## config.mk

```make
export PLATFORM = sky130hd
export DESIGN_NAME = mono_note_priority_arbiter
export DESIGN_NICKNAME = d
export VERILOG_FILES = /design/src/sv/mnpa_pkg.sv /design/src/sv/mono_note_priority_arbiter.sv /design/src/sv/mnpa_datapath.sv /design/src/sv/mnpa_ctrl.sv
export VERILOG_INCLUDE_DIRS = /design/src /design/src/sv
export SDC_FILE = /design/constraint.sdc
export NUM_CORES = 1
export LEC_CHECK = 0
export CAP_MARGIN = 5
export CORE_UTILIZATION = 60
export CTS_CLUSTER_DIAMETER = 60
export DETAILED_ROUTE_END_ITERATION = 6
export DONT_BUFFER_PORTS = 1
export PLACE_DENSITY_LB_ADDON = 0.15
export SLEW_MARGIN = 15
export SYNTH_ARGS = -nofsm -noshare
export SYNTH_HDL_FRONTEND = slang
export SYNTH_SLANG_ARGS = --single-unit
export TNS_END_PERCENT = 100
```

## constraint.sdc

```tcl
create_clock -name clk -period 4.2 [get_ports clk]
set_clock_uncertainty 0.05 [all_clocks]
set_input_delay 0.63 -clock clk [delete_from_list [all_inputs] [get_ports clk]]
set_output_delay 0.63 -clock clk [all_outputs]
set_load 0.02 [all_outputs]
```

## src/sv/assert_macros.svh

```systemverilog
// Assertion macros shared by the note arbiter RTL.
// Included by the modules that carry concurrent assertions; no other dependencies.
`ifndef ASSERT_MACROS_SVH
`define ASSERT_MACROS_SVH

// Same-cycle implication, disabled during reset.
`define MNPA_ASSERT_IMP(lbl, ck, rs, ante, cons) \
  lbl: assert property (@(posedge ck) disable iff (rs) (ante) |-> (cons)) \
    else $error("mnpa assertion failed");

// Next-cycle implication, disabled during reset.
`define MNPA_ASSERT_NXT(lbl, ck, rs, ante, cons) \
  lbl: assert property (@(posedge ck) disable iff (rs) (ante) |=> (cons)) \
    else $error("mnpa assertion failed");

`endif

```

## src/sv/mnpa_pkg.sv

```systemverilog
// Types and constants of the monophonic note arbiter.
// Used by the controller, the datapath and the top level; depends on nothing.
`default_nettype none

package mnpa_pkg;

  typedef enum logic [1:0] {
    OP_NOTE_ON  = 2'd0,
    OP_NOTE_OFF = 2'd1,
    OP_ALL_OFF  = 2'd2,
    OP_SET_MUTE = 2'd3
  } op_t;

  typedef struct packed {
    logic [1:0] opcode;
    logic [3:0] channel;
    logic [6:0] note;
    logic       mute_value;
  } req_t;

  typedef struct packed {
    logic [13:0] tone_hz;
    logic        after_gap;
    logic        last;
  } rsp_t;

  typedef struct packed {
    logic [3:0] channel;
    logic [6:0] note;
  } pair_t;

  localparam logic [3:0] SKIP_RESET = 4'd9;

  typedef enum logic [3:0] {
    ST_IDLE,
    ST_DISPATCH,
    ST_OFF_SCAN,
    ST_ARB_SCAN,
    ST_SIL_LAST,
    ST_SIL_MORE,
    ST_TONE_GAP,
    ST_TONE
  } state_t;

  typedef enum logic [1:0] {
    SCAN_NONE,
    SCAN_MATCH,
    SCAN_MAX
  } scan_op_t;

  typedef enum logic [1:0] {
    OUT_SIL_LAST,
    OUT_SIL_MORE,
    OUT_TONE_GAP,
    OUT_TONE
  } out_kind_t;

  typedef struct packed {
    logic      ev_load;
    logic      scan_rst;
    scan_op_t  scan_op;
    logic      push;
    logic      count_dec;
    logic      count_clr;
    logic      sound_clr;
    logic      sound_load;
    logic      mute_load;
    logic      out_load;
    out_kind_t out_kind;
  } cmd_t;

  typedef struct packed {
    logic [1:0] op;
    logic       skip_hit;
    logic       full;
    logic       scan_done;
    logic       found;
    logic       empty;
    logic       same_winner;
    logic       sound_valid;
    logic       mute_value;
    logic       out_free;
  } status_t;

  localparam logic [13:0] FREQ_TABLE [128] = '{
    14'd8, 14'd9, 14'd9, 14'd10, 14'd10, 14'd11, 14'd12, 14'd12,
    14'd13, 14'd14, 14'd15, 14'd15, 14'd16, 14'd17, 14'd18, 14'd19,
    14'd21, 14'd22, 14'd23, 14'd24, 14'd26, 14'd28, 14'd29, 14'd31,
    14'd33, 14'd35, 14'd37, 14'd39, 14'd41, 14'd44, 14'd46, 14'd49,
    14'd52, 14'd55, 14'd58, 14'd62, 14'd65, 14'd69, 14'd73, 14'd78,
    14'd82, 14'd87, 14'd92, 14'd98, 14'd104, 14'd110, 14'd117, 14'd123,
    14'd131, 14'd139, 14'd147, 14'd156, 14'd165, 14'd175, 14'd185, 14'd196,
    14'd208, 14'd220, 14'd233, 14'd247, 14'd262, 14'd277, 14'd294, 14'd311,
    14'd330, 14'd349, 14'd370, 14'd392, 14'd415, 14'd440, 14'd466, 14'd494,
    14'd523, 14'd554, 14'd587, 14'd622, 14'd659, 14'd698, 14'd740, 14'd784,
    14'd831, 14'd880, 14'd932, 14'd988, 14'd1047, 14'd1109, 14'd1175, 14'd1245,
    14'd1319, 14'd1397, 14'd1480, 14'd1568, 14'd1661, 14'd1760, 14'd1865, 14'd1976,
    14'd2093, 14'd2217, 14'd2349, 14'd2489, 14'd2637, 14'd2794, 14'd2960, 14'd3136,
    14'd3322, 14'd3520, 14'd3729, 14'd3951, 14'd4186, 14'd4435, 14'd4699, 14'd4978,
    14'd5274, 14'd5588, 14'd5920, 14'd6272, 14'd6645, 14'd7040, 14'd7459, 14'd7902,
    14'd8372, 14'd8870, 14'd9397, 14'd9956, 14'd10548, 14'd11175, 14'd11840, 14'd12544
  };

endpackage

`default_nettype wire

```

## src/sv/mono_note_priority_arbiter.sv

```systemverilog
// Monophonic highest-note arbiter for a square-wave buzzer voice.
// Channels: req (valid/ready) carries one note request: note on, note off,
// all notes off or set mute. rsp (valid/ready) carries tone writes, each
// with a gap flag and a last flag on the final write of a request.
// cfg_we writes the skipped channel (reset 9) whenever it is high.
// The block works on one request at a time. A note-on (unless it is on the
// skipped channel, which drops it) or a note-off walks the held-note memory,
// one entry per cycle: a note-off searches and closes the gap in one pass,
// then the maximum search runs. All notes off and set mute need no walk.
// After reset nothing is held, nothing sounds and the voice is muted; no
// clearing pass is needed.
// A stalled receiver holds the result register; the controller then waits
// in its write state, and a new request is taken once the last result of
// the current one is loaded into the result register.
// Depends on mnpa_pkg, mnpa_ctrl and mnpa_datapath.
`default_nettype none

module mono_note_priority_arbiter #(
  parameter int HELD_DEPTH = 32
) (
  input  wire logic           clk,
  input  wire logic           rst,
  input  wire logic           cfg_we,
  input  wire logic [3:0]     cfg_wdata,
  input  wire logic           req_valid,
  output logic                req_ready,
  input  wire mnpa_pkg::req_t req,
  output logic                rsp_valid,
  input  wire logic           rsp_ready,
  output mnpa_pkg::rsp_t      rsp
);

  mnpa_pkg::cmd_t    cmd;
  mnpa_pkg::status_t sts;

  mnpa_ctrl u_ctrl (
    .clk       (clk),
    .rst       (rst),
    .req_valid (req_valid),
    .req_ready (req_ready),
    .sts       (sts),
    .cmd       (cmd)
  );

  mnpa_datapath #(
    .HELD_DEPTH (HELD_DEPTH)
  ) u_datapath (
    .clk       (clk),
    .rst       (rst),
    .cfg_we    (cfg_we),
    .cfg_wdata (cfg_wdata),
    .req       (req),
    .rsp       (rsp),
    .rsp_valid (rsp_valid),
    .rsp_ready (rsp_ready),
    .cmd       (cmd),
    .sts       (sts)
  );

endmodule

`default_nettype wire

```

## src/sv/mnpa_datapath.sv

```systemverilog
// Datapath of the note arbiter: held-note memory, scan pipeline, voice state, result register.
// Depends on mnpa_pkg and assert_macros.svh; driven by mnpa_ctrl commands.
`default_nettype none
`include "assert_macros.svh"

module mnpa_datapath #(
  parameter int HELD_DEPTH = 32
) (
  input  wire logic             clk,
  input  wire logic             rst,
  input  wire logic             cfg_we,
  input  wire logic [3:0]       cfg_wdata,
  input  wire mnpa_pkg::req_t   req,
  output mnpa_pkg::rsp_t        rsp,
  output logic                  rsp_valid,
  input  wire logic             rsp_ready,
  input  wire mnpa_pkg::cmd_t   cmd,
  output mnpa_pkg::status_t     sts
);

  localparam int AW = (HELD_DEPTH > 1) ? $clog2(HELD_DEPTH) : 1;
  localparam int CW = $clog2(HELD_DEPTH + 1);
  localparam logic [CW-1:0] DEPTH_C = CW'(HELD_DEPTH);

  logic [3:0]      skipped_channel;
  mnpa_pkg::req_t  ev;
  mnpa_pkg::pair_t mem [HELD_DEPTH];
  mnpa_pkg::pair_t rd_data;
  mnpa_pkg::pair_t best;
  mnpa_pkg::pair_t sound;
  mnpa_pkg::pair_t key;
  logic [CW-1:0]   count;
  logic [CW-1:0]   rd_idx;
  logic [CW-1:0]   cmp_idx;
  logic [CW-1:0]   cmp_prev;
  logic            cmp_live;
  logic            found;
  logic            sound_valid;
  logic            muted;
  logic            rd_ok;
  logic            match_scan;
  logic            max_scan;
  logic [13:0]     tone;

  assign key        = '{channel: ev.channel, note: ev.note};
  assign rd_ok      = rd_idx < count;
  assign match_scan = cmp_live && (cmd.scan_op == mnpa_pkg::SCAN_MATCH);
  assign max_scan   = cmp_live && (cmd.scan_op == mnpa_pkg::SCAN_MAX);
  assign cmp_prev   = cmp_idx - CW'(1);
  assign tone       = muted ? 14'd0 : mnpa_pkg::FREQ_TABLE[sound.note];

  always_ff @(posedge clk) begin
    if (rst) begin
      skipped_channel <= mnpa_pkg::SKIP_RESET;
      count           <= '0;
      rd_idx          <= '0;
      cmp_live        <= 1'b0;
      found           <= 1'b0;
      sound_valid     <= 1'b0;
      sound           <= '0;
      muted           <= 1'b1;
      rsp_valid       <= 1'b0;
    end else begin
      if (cfg_we) begin
        skipped_channel <= cfg_wdata;
      end
      if (cmd.scan_rst) begin
        rd_idx   <= '0;
        cmp_live <= 1'b0;
        found    <= 1'b0;
      end else if (cmd.scan_op != mnpa_pkg::SCAN_NONE) begin
        cmp_live <= rd_ok;
        if (rd_ok) begin
          rd_idx <= rd_idx + CW'(1);
        end
        if (match_scan && !found && (rd_data == key)) begin
          found <= 1'b1;
        end
      end
      if (cmd.count_clr) begin
        count <= '0;
      end else if (cmd.push) begin
        count <= count + CW'(1);
      end else if (cmd.count_dec) begin
        count <= count - CW'(1);
      end
      if (cmd.sound_clr) begin
        sound_valid <= 1'b0;
        sound       <= '0;
      end else if (cmd.sound_load) begin
        sound_valid <= 1'b1;
        sound       <= best;
      end
      if (cmd.mute_load) begin
        muted <= ev.mute_value;
      end
      if (cmd.out_load) begin
        rsp_valid <= 1'b1;
      end else if (rsp_ready) begin
        rsp_valid <= 1'b0;
      end
    end
  end

  always_ff @(posedge clk) begin
    if (cmd.ev_load) begin
      ev <= req;
    end
    if (rd_ok) begin
      rd_data <= mem[rd_idx[AW-1:0]];
    end
    cmp_idx <= rd_idx;
    if (cmd.push) begin
      mem[count[AW-1:0]] <= key;
    end else if (match_scan && found) begin
      mem[cmp_prev[AW-1:0]] <= rd_data;
    end
    if (max_scan && ((cmp_idx == '0) || (rd_data.note > best.note))) begin
      best <= rd_data;
    end
    if (cmd.out_load) begin
      case (cmd.out_kind)
        mnpa_pkg::OUT_SIL_LAST: rsp <= '{tone_hz: 14'd0, after_gap: 1'b0, last: 1'b1};
        mnpa_pkg::OUT_SIL_MORE: rsp <= '{tone_hz: 14'd0, after_gap: 1'b0, last: 1'b0};
        mnpa_pkg::OUT_TONE_GAP: rsp <= '{tone_hz: tone, after_gap: 1'b1, last: 1'b1};
        mnpa_pkg::OUT_TONE:     rsp <= '{tone_hz: tone, after_gap: 1'b0, last: 1'b1};
        default:                rsp <= '{tone_hz: 14'd0, after_gap: 1'b0, last: 1'b1};
      endcase
    end
  end

  always_comb begin
    sts.op          = ev.opcode;
    sts.skip_hit    = ev.channel == skipped_channel;
    sts.full        = count == DEPTH_C;
    sts.scan_done   = !cmp_live && !rd_ok;
    sts.found       = found;
    sts.empty       = count == '0;
    sts.same_winner = sound_valid && (best == sound);
    sts.sound_valid = sound_valid;
    sts.mute_value  = ev.mute_value;
    sts.out_free    = !rsp_valid || rsp_ready;
  end

  `MNPA_ASSERT_IMP(a_count_bound, clk, rst, 1'b1, count <= DEPTH_C)
  `MNPA_ASSERT_IMP(a_cmp_in_list, clk, rst, cmp_live, cmp_idx < count)
  `MNPA_ASSERT_NXT(a_load_sets_valid, clk, rst, cmd.out_load, rsp_valid)

endmodule

`default_nettype wire

```

## src/sv/mnpa_ctrl.sv

```systemverilog
// Controller state machine of the note arbiter: sequences dispatch, scans and result writes.
// Depends on mnpa_pkg and assert_macros.svh; commands mnpa_datapath.
`default_nettype none
`include "assert_macros.svh"

module mnpa_ctrl (
  input  wire logic              clk,
  input  wire logic              rst,
  input  wire logic              req_valid,
  output logic                   req_ready,
  input  wire mnpa_pkg::status_t sts,
  output mnpa_pkg::cmd_t         cmd
);

  mnpa_pkg::state_t state;
  mnpa_pkg::state_t state_next;

  always_ff @(posedge clk) begin
    if (rst) begin
      state <= mnpa_pkg::ST_IDLE;
    end else begin
      state <= state_next;
    end
  end

  always_comb begin
    state_next = state;
    req_ready  = 1'b0;
    cmd        = '0;
    cmd.scan_op  = mnpa_pkg::SCAN_NONE;
    cmd.out_kind = mnpa_pkg::OUT_SIL_LAST;
    case (state)
      mnpa_pkg::ST_IDLE: begin
        req_ready = 1'b1;
        if (req_valid) begin
          cmd.ev_load  = 1'b1;
          cmd.scan_rst = 1'b1;
          state_next   = mnpa_pkg::ST_DISPATCH;
        end
      end
      mnpa_pkg::ST_DISPATCH: begin
        case (sts.op)
          mnpa_pkg::OP_NOTE_ON: begin
            if (sts.skip_hit) begin
              state_next = mnpa_pkg::ST_IDLE;
            end else begin
              cmd.push   = !sts.full;
              state_next = mnpa_pkg::ST_ARB_SCAN;
            end
          end
          mnpa_pkg::OP_NOTE_OFF: begin
            state_next = mnpa_pkg::ST_OFF_SCAN;
          end
          mnpa_pkg::OP_ALL_OFF: begin
            cmd.count_clr = 1'b1;
            cmd.sound_clr = 1'b1;
            state_next    = mnpa_pkg::ST_SIL_LAST;
          end
          default: begin
            cmd.mute_load = 1'b1;
            if (sts.mute_value) begin
              state_next = mnpa_pkg::ST_SIL_LAST;
            end else if (sts.sound_valid) begin
              state_next = mnpa_pkg::ST_TONE;
            end else begin
              state_next = mnpa_pkg::ST_IDLE;
            end
          end
        endcase
      end
      mnpa_pkg::ST_OFF_SCAN: begin
        cmd.scan_op = mnpa_pkg::SCAN_MATCH;
        if (sts.scan_done) begin
          cmd.scan_rst  = 1'b1;
          cmd.count_dec = sts.found;
          state_next    = mnpa_pkg::ST_ARB_SCAN;
        end
      end
      mnpa_pkg::ST_ARB_SCAN: begin
        cmd.scan_op = mnpa_pkg::SCAN_MAX;
        if (sts.scan_done) begin
          if (sts.empty) begin
            if (sts.sound_valid) begin
              cmd.sound_clr = 1'b1;
              state_next    = mnpa_pkg::ST_SIL_LAST;
            end else begin
              state_next = mnpa_pkg::ST_IDLE;
            end
          end else if (sts.same_winner) begin
            state_next = mnpa_pkg::ST_IDLE;
          end else begin
            cmd.sound_load = 1'b1;
            state_next     = mnpa_pkg::ST_SIL_MORE;
          end
        end
      end
      mnpa_pkg::ST_SIL_LAST: begin
        cmd.out_kind = mnpa_pkg::OUT_SIL_LAST;
        if (sts.out_free) begin
          cmd.out_load = 1'b1;
          state_next   = mnpa_pkg::ST_IDLE;
        end
      end
      mnpa_pkg::ST_SIL_MORE: begin
        cmd.out_kind = mnpa_pkg::OUT_SIL_MORE;
        if (sts.out_free) begin
          cmd.out_load = 1'b1;
          state_next   = mnpa_pkg::ST_TONE_GAP;
        end
      end
      mnpa_pkg::ST_TONE_GAP: begin
        cmd.out_kind = mnpa_pkg::OUT_TONE_GAP;
        if (sts.out_free) begin
          cmd.out_load = 1'b1;
          state_next   = mnpa_pkg::ST_IDLE;
        end
      end
      mnpa_pkg::ST_TONE: begin
        cmd.out_kind = mnpa_pkg::OUT_TONE;
        if (sts.out_free) begin
          cmd.out_load = 1'b1;
          state_next   = mnpa_pkg::ST_IDLE;
        end
      end
      default: begin
        state_next = mnpa_pkg::ST_IDLE;
      end
    endcase
  end

  `MNPA_ASSERT_IMP(a_gap_follows_silence, clk, rst, state == mnpa_pkg::ST_TONE_GAP,
                   $past(state) == mnpa_pkg::ST_SIL_MORE || $past(state) == mnpa_pkg::ST_TONE_GAP)
  `MNPA_ASSERT_IMP(a_tone_needs_voice, clk, rst,
                   cmd.out_load && cmd.out_kind == mnpa_pkg::OUT_TONE_GAP, sts.sound_valid)
  `MNPA_ASSERT_IMP(a_one_count_update, clk, rst, 1'b1,
                   $countones({cmd.push, cmd.count_dec, cmd.count_clr}) <= 1)

endmodule

`default_nettype wire
```

==> results of run 1 <==
-- report_power, final --
group | switching, W | leakage (nW) | total [W] | internal, W
clock | 0.00169 | 0.676 | 0.00372 | 0.00203
sequential | 0.0000946 | 4.01 | 0.00509 | 0.00500
combinational | 0.000475 | 2.14 | 0.000725 | 0.000251
-- flip-flops by register name (all words and copies together) (netlist names) --
register                    flops
u_datapath.mem                352
u_datapath.rsp                 16
u_datapath.best                11
u_datapath.ev                  11
u_datapath.rd_data             11
u_datapath.sound               11
u_datapath.cmp_idx              6
u_datapath.count                6
u_datapath.rd_idx               6
u_datapath.skipped_channel      4
u_ctrl.state                    3
u_datapath.sts                  3
u_datapath.cmp_live             1
u_datapath.found                1
u_datapath.muted                1
u_datapath.rsp_valid            1
u_datapath.sound_valid          1
-- layout by cell type (no fill, tap or decap), drive strengths merged, types with 26 or more instances in the layout --
master / instances
nand3: 33
inv: 36
a21oi: 75
ha: 26
nor2: 47
clkbuf: 52
nand2: 48
dfxtp: 41
xnor2: 28
edfxtp: 404
nor3: 50
o21ai: 56
buf: 58
mux4: 114
-- critical path, cell delays in order, from the launching register on --
cell,delay (ns)
dfxtp_1,0.43
or3b_2,0.55
nor2_1,0.46
buf_4,0.33
nand2_1,0.09
o21ai_0,0.12
nand2_1,0.24
nor3_1,0.64
buf_4,0.29
-- through the flow --
| stage | util | std cells | power [W] | hold WS [ns] |
|---|---|---|---|---|
| finish | 0.680 | 1722 | 0.00954 | 0.0899 |
| global route | 0.680 | 1722 | 0.00983 | 0.0766 |
| CTS | 0.680 | 1722 | 0.00959 | 0.0758 |
| detailed placement | 0.637 | 1640 | 0.00592 | 0.342 |
| global placement | 0.637 | 1640 | 0.00590 | 0.340 |
| floorplan | - | 1225 | 0.00565 | 0.302 |
-- worst paths after layout --
path | start | endpoint | slack (ns) | depth (start not counted)
setup / recovery | u_ctrl.state[0] | u_datapath.mem[9][1] | 0.72 | 8
hold / removal | rst | u_datapath.rsp_valid | 0.09 | 1
setup reg to reg | u_ctrl.state[0] | u_datapath.mem[9][1] | 0.72 | 8
hold reg to reg | u_datapath.rd_idx[5] | u_datapath.cmp_idx[5] | 0.36 | 0
-- layout make-up --
cell class	instances	area [um2]
clock buffers	52	1170
clock inverters	30	205
fillers	2092	10200
inverters	32	125
multi-input cells	670	6150
flip-flops and latches	445	13000
well taps	435	544
repair buffers	58	473
-- cells by family after synthesis --
group	after synthesis	synth area share
simple gates	243	0.0612
mux	148	0.150
fa+ha+maj	27	0.0176
xor+xnor	40	0.0179
flops	445	0.662
compound gates	212	0.0674
buf+inv	110	0.0240
-- routing by layer --
| metal | up-vias | GRT usage | share of wire |
|---|---|---|---|
| met5 | - | 0 | 0 |
| met4 | 0 | 0.0982 | 0.035 |
| met3 | 93 | 0.0445 | 0.079 |
| met2 | 518 | 0.415 | 0.46 |
| met1 | 5598 | 0.409 | 0.42 |
| li1 | 4943 | - | - |
==> run_results.csv, run 1 <==
group,metric,value,unit
global_routing,grt_pass1_vias,10900,
detailed_routing,detail-route-antenna-nets,0,
final_layout,design_area,21600,um2
yosys,syn-num-nets,1275,
floorplanning,num_io_pins,41,
timing,grt_setup_unrepaired,"false",
clock_tree,numCtsBuffers,46,
global_routing,grt.total_usage,0.274,
clock_tree,cts_tree,"done",
timing,fin_ws,0.723,ns
detailed_routing,viasPerCell,6.48,
clock_tree,path_clk_slew,0.06,ns
final_layout,drive_gt1_frac,0.218,
worst_setup_path,critPathLaunchType,"flop",
detailed_routing,drtIter0Drc,1155,
yosys,synth_most_common_cell,"edfxtp_1",
yosys,synth_top_area_cell,"edfxtp_1",
detailed_routing,routed_wl,43900,um
timing,max_freq,0.288,GHz
timing,fin_crit_sh,0.828,
job,cap_violations,0,
yosys,ys_seq_area_frac,0.662,
timing,tightest_slew,1.11,ns
yosys,syn_area_per_cell,16.0,um2
worst_setup_path,end_kind,"flop",
timing,max-slew-margin-rel,0.260,
yosys,synth_ff_type,"edfxtp_1",
yosys,synth.top_cell.area_share,0.620,
floorplanning,core_area,31800,um2
detailed_routing,via_count,11200,
clock_tree,cts_setup_buffers,0,
clock_tree,htree_levels,2,
clock_tree,hold_buffers,0,
clock_tree,clock_latency,0.57,ns
timing,finalSetupViolCount,0,
clock_tree,cts.sinks,445,
floorplanning,num_rows,65,
yosys,synthTopCellsByArea,"edfxtp_1 62%, mux4_2 13%, dfxtp_1 4.2%",
global_routing,grt_overflow,0,
outcome,outcome,"complete, no violations",
floorplanning,die_h,183,um
pwr,peakVddDrop,0.000388,V
yosys,synth_edf_count,404,
global_routing,grt_pass1_wl,67200,um
worst_setup_path,path_max_fanout,15,
detailed_routing,dr.pass1.iters,7,
final_layout,diodes,0,
global_routing,antenna_found_initial,0,
floorplanning,start_util,0.616,
timing,final.setup.tns,0,ns
hold_path,min_path_type,"input pin to flop",
yosys,netlist_area,19600,um2
pwr,power_leakage,6.82,nW
floorplanning,dieWidth,183,um
placed_design,place_area,20300,um2
final_layout,nets,1303,
detailed_routing,wl_per_cell,25.5,um
clock_tree,cts_resized,0,
worst_setup_path,critPathKind,"flop to flop",
yosys,syn_inst,1225,
floorplanning,die_area,33400,um2
yosys,yosysWarnings,0,
placed_design,place_ws,0.795,ns
timing,slew_viol_final,0,
global_routing,grt_max_degree,90,
placed_design,gp_congestion,0.941,
detailed_routing,remaining_drc_errors,0,
timing,period_needed,3.48,ns
clock_tree,clock_path_buffers,3,
yosys,synth_commonest_cells,"404 x edfxtp_1, 114 x mux4_2, 74 x a21oi_1",
worst_setup_path,cp.required,4.42,ns
worst_setup_path,arrival,3.69,ns
pwr,powerDensity,441,nW/um2
yosys,synth-seq-cells,445,
yosys,ys_async_sr_fraction,0,
timing,hold_viol_final,0,
placed_design,io_buffers,0,
placed_design,place_hpwl,27900,um
final_layout,syn_to_final_growth,10.5,%
yosys,yosysUniqueCellTypes,65,
clock_tree,cts_root_buf,"clkbuf_16",
Power figures use the tool's default switching activity.
==> run 2, diff against run 1 <==
Clock period 4.2 ns to 3.6 ns, I/O delays scaled along.
==> run 2 against run 1 <==
  * Sequential share of layout area shrank 0.83 points
  * Register-to-register slack lost 0.44 ns
  * Combinational power grew 24%
  * Total power grew 19%
  * Fmax grew 4.7%
  * Non-clock buffer count grew 28
==> run_results.csv, run 2 (synthesis gave the netlist of run 1 again) <==
group,metric,value,unit
floorplanning,num_io_pins,41,
floorplanning,num_rows,65,
final_layout,diodes,0,
detailed_routing,detail-route-antenna-nets,0,
worst_setup_path,critPathLaunchType,"flop",
outcome,outcome,"complete, no violations",
worst_setup_path,critPathKind,"flop to flop",
final_layout,final_cell_mix,"404 x edfxtp_1, 114 x mux4_2, 74 x a21oi_1, 67 x buf_4, 54 x o21ai_0",
floorplanning,dieWidth,183,um
worst_setup_path,rrSetupSlack,0.28,ns
timing,max-slew-margin-rel,0.419,
global_routing,grt.total_usage,0.277,
global_routing,grt_max_degree,43,
clock_tree,clock_latency,0.58,ns
final_layout,design_area,21900,um2
timing,slew_viol_final,0,
floorplanning,die_h,183,um
global_routing,grt_overflow,0,
job,cap_violations,0,
clock_tree,cts_root_buf,"clkbuf_16",
timing,period_needed,3.32,ns
worst_setup_path,path_max_fanout,11,
detailed_routing,routed_wl,43900,um
timing,max_freq,0.301,GHz
pwr,combPwrFrac,0.079,
hold_path,min_path_type,"input pin to flop",
worst_setup_path,critPathBufInv,0,
detailed_routing,remaining_drc_errors,0,
final_layout,final_common_cell,"edfxtp_1",
clock_tree,cts_tree,"done",
final_layout,drive_gt1_frac,0.217,
final_layout,largest_reg_flops,352,
timing,finalSetupViolCount,0,
clock_tree,path_clk_slew,0.06,ns
worst_setup_path,timing.rr.start,"u_datapath.ev[10]",
timing,hold_viol_final,0,
global_routing,antenna_found_initial,1,
worst_setup_path,cp.required,3.97,ns
final_layout,syn_to_final_growth,12.1,%
clock_tree,cts.sinks,445,
global_routing,grt_pass1_vias,11100,
worst_setup_path,cp_slowest_cell,"o41ai_1",
floorplanning,start_util,0.616,
pwr,p_switching,0.00259,W
worst_setup_path,arrival,3.69,ns
timing,grt_setup_unrepaired,"false",
clock_tree,clock_path_buffers,3,
worst_setup_path,crit_chain,"xor2_1 -> o41ai_1 -> or3_1 -> ha_1 -> a21o_2 -> nand4_1 -> nand3_1 -> a2111oi_0 -> or3_1 -> a21oi_1",
hold_path,hold_path_depth,2,
detailed_routing,wl_per_cell,25.2,um
timing,fin_crit_sh,0.922,
clock_tree,htree_levels,2,
worst_setup_path,cp_common_cell,"or3_1",
pwr,power_leakage,6.97,nW
placed_design,gp_congestion,0.928,
placed_design,place_hpwl,28100,um
placed_design,io_buffers,0,
pwr,seqPwrFrac,0.522,
final_layout,fillers,2140,
worst_setup_path,end_kind,"flop",
timing,final.setup.tns,0,ns
pwr,peakVddDrop,0.000425,V
detailed_routing,drtIter0Drc,1288,
worst_setup_path,path_delay_family,"compound AO/OA/AOI/OAI gates",
detailed_routing,dr.pass1.iters,5,
pwr,p_sw_frac,0.228,
clock_tree,numCtsBuffers,45,
hold_path,worstHoldStart,"cfg_wdata[0]",
global_routing,grt_pass1_wl,67600,um
pwr,power_frac_clock,0.400,
worst_setup_path,worstReg2RegEnd,"u_datapath.count[5]",
detailed_routing,viasPerCell,6.48,
timing,tightest_slew,0.863,ns
floorplanning,core_area,31800,um2
detailed_routing,via_count,11300,
pwr,powerDensity,518,nW/um2
floorplanning,die_area,33400,um2
worst_setup_path,rr_worst_depth,10,
final_layout,fin_util,0.690,
worst_setup_path,critical_path.max_stage_delay,0.57,ns
hold_path,worstHoldEndpoint,"u_datapath.skipped_channel[0]",
placed_design,place_area,20400,um2
pwr,internal_power,0.00877,W
final_layout,nets,1330,
[run 2: worst max path at each step]
stage	end	slack, ns	depth (start not counted)	start
after floorplan	u_datapath.mem[0][0]	0.51	5	u_ctrl.state[2]
after global placement	u_datapath.count[5]	0.42	10	u_datapath.ev[10]
after detailed placement	u_datapath.count[5]	0.38	10	u_datapath.ev[10]
after CTS	u_datapath.count[5]	0.35	10	u_datapath.ev[10]
after global routing	u_datapath.count[5]	0.11	10	u_datapath.ev[10]
final	u_datapath.count[5]	0.28	10	u_datapath.ev[10]
[run 2: cell type report]
type / instances / area (um2) / area share
Clock buffer: 53 / 1180 / 0.0537
Clock inverter: 25 / 244 / 0.0111
Inverter: 32 / 125 / 0.00570
Multi-Input combinational cell: 670 / 6150 / 0.280
Sequential cell: 445 / 13000 / 0.591
Tap cell: 435 / 544 / 0.0248
Timing Repair Buffer: 86 / 733 / 0.0334
[run 2: repair_timing]
action | in CTS | in global routing
hold buffers | 15 | 0
endpoints found under the setup margin | 0 | 0
endpoints found under the hold margin | 19 | 0
setup buffers | 0 | 0
gates resized for setup | 0 | 0
[run 2: stage by stage]
| stage | total power, W | hold WS, ns | std cells | setup slack, ns |
|---|---|---|---|---|
| global route | 0.0117 | 0.0506 | 1746 | 0.111 |
| CTS | 0.0114 | 0.0423 | 1746 | 0.354 |
| detailed placement | 0.00691 | 0.339 | 1653 | 0.385 |
| finish | 0.0114 | 0.0627 | 1746 | 0.280 |
| global placement | 0.00689 | 0.352 | 1653 | 0.418 |
| floorplan | 0.00660 | 0.302 | 1225 | 0.508 |
[run 2: power by group through the flow]
stage          Sequential (W)  Combinational (W)  Clock (W)
2_1_floorplan         0.00599           0.000608          0
3_3_place_gp          0.00603           0.000858          0
3_5_place_dp          0.00603           0.000876          0
4_1_cts               0.00592           0.000897    0.00460
5_1_grt               0.00593           0.000988    0.00479
6_report              0.00593           0.000897    0.00454
[run 2: per-layer routing]
layer	share of wire	track usage
met3	0.076	0.0595
met2	0.47	0.425
met5	0	0
met4	0.024	0.0834
met1	0.43	0.403
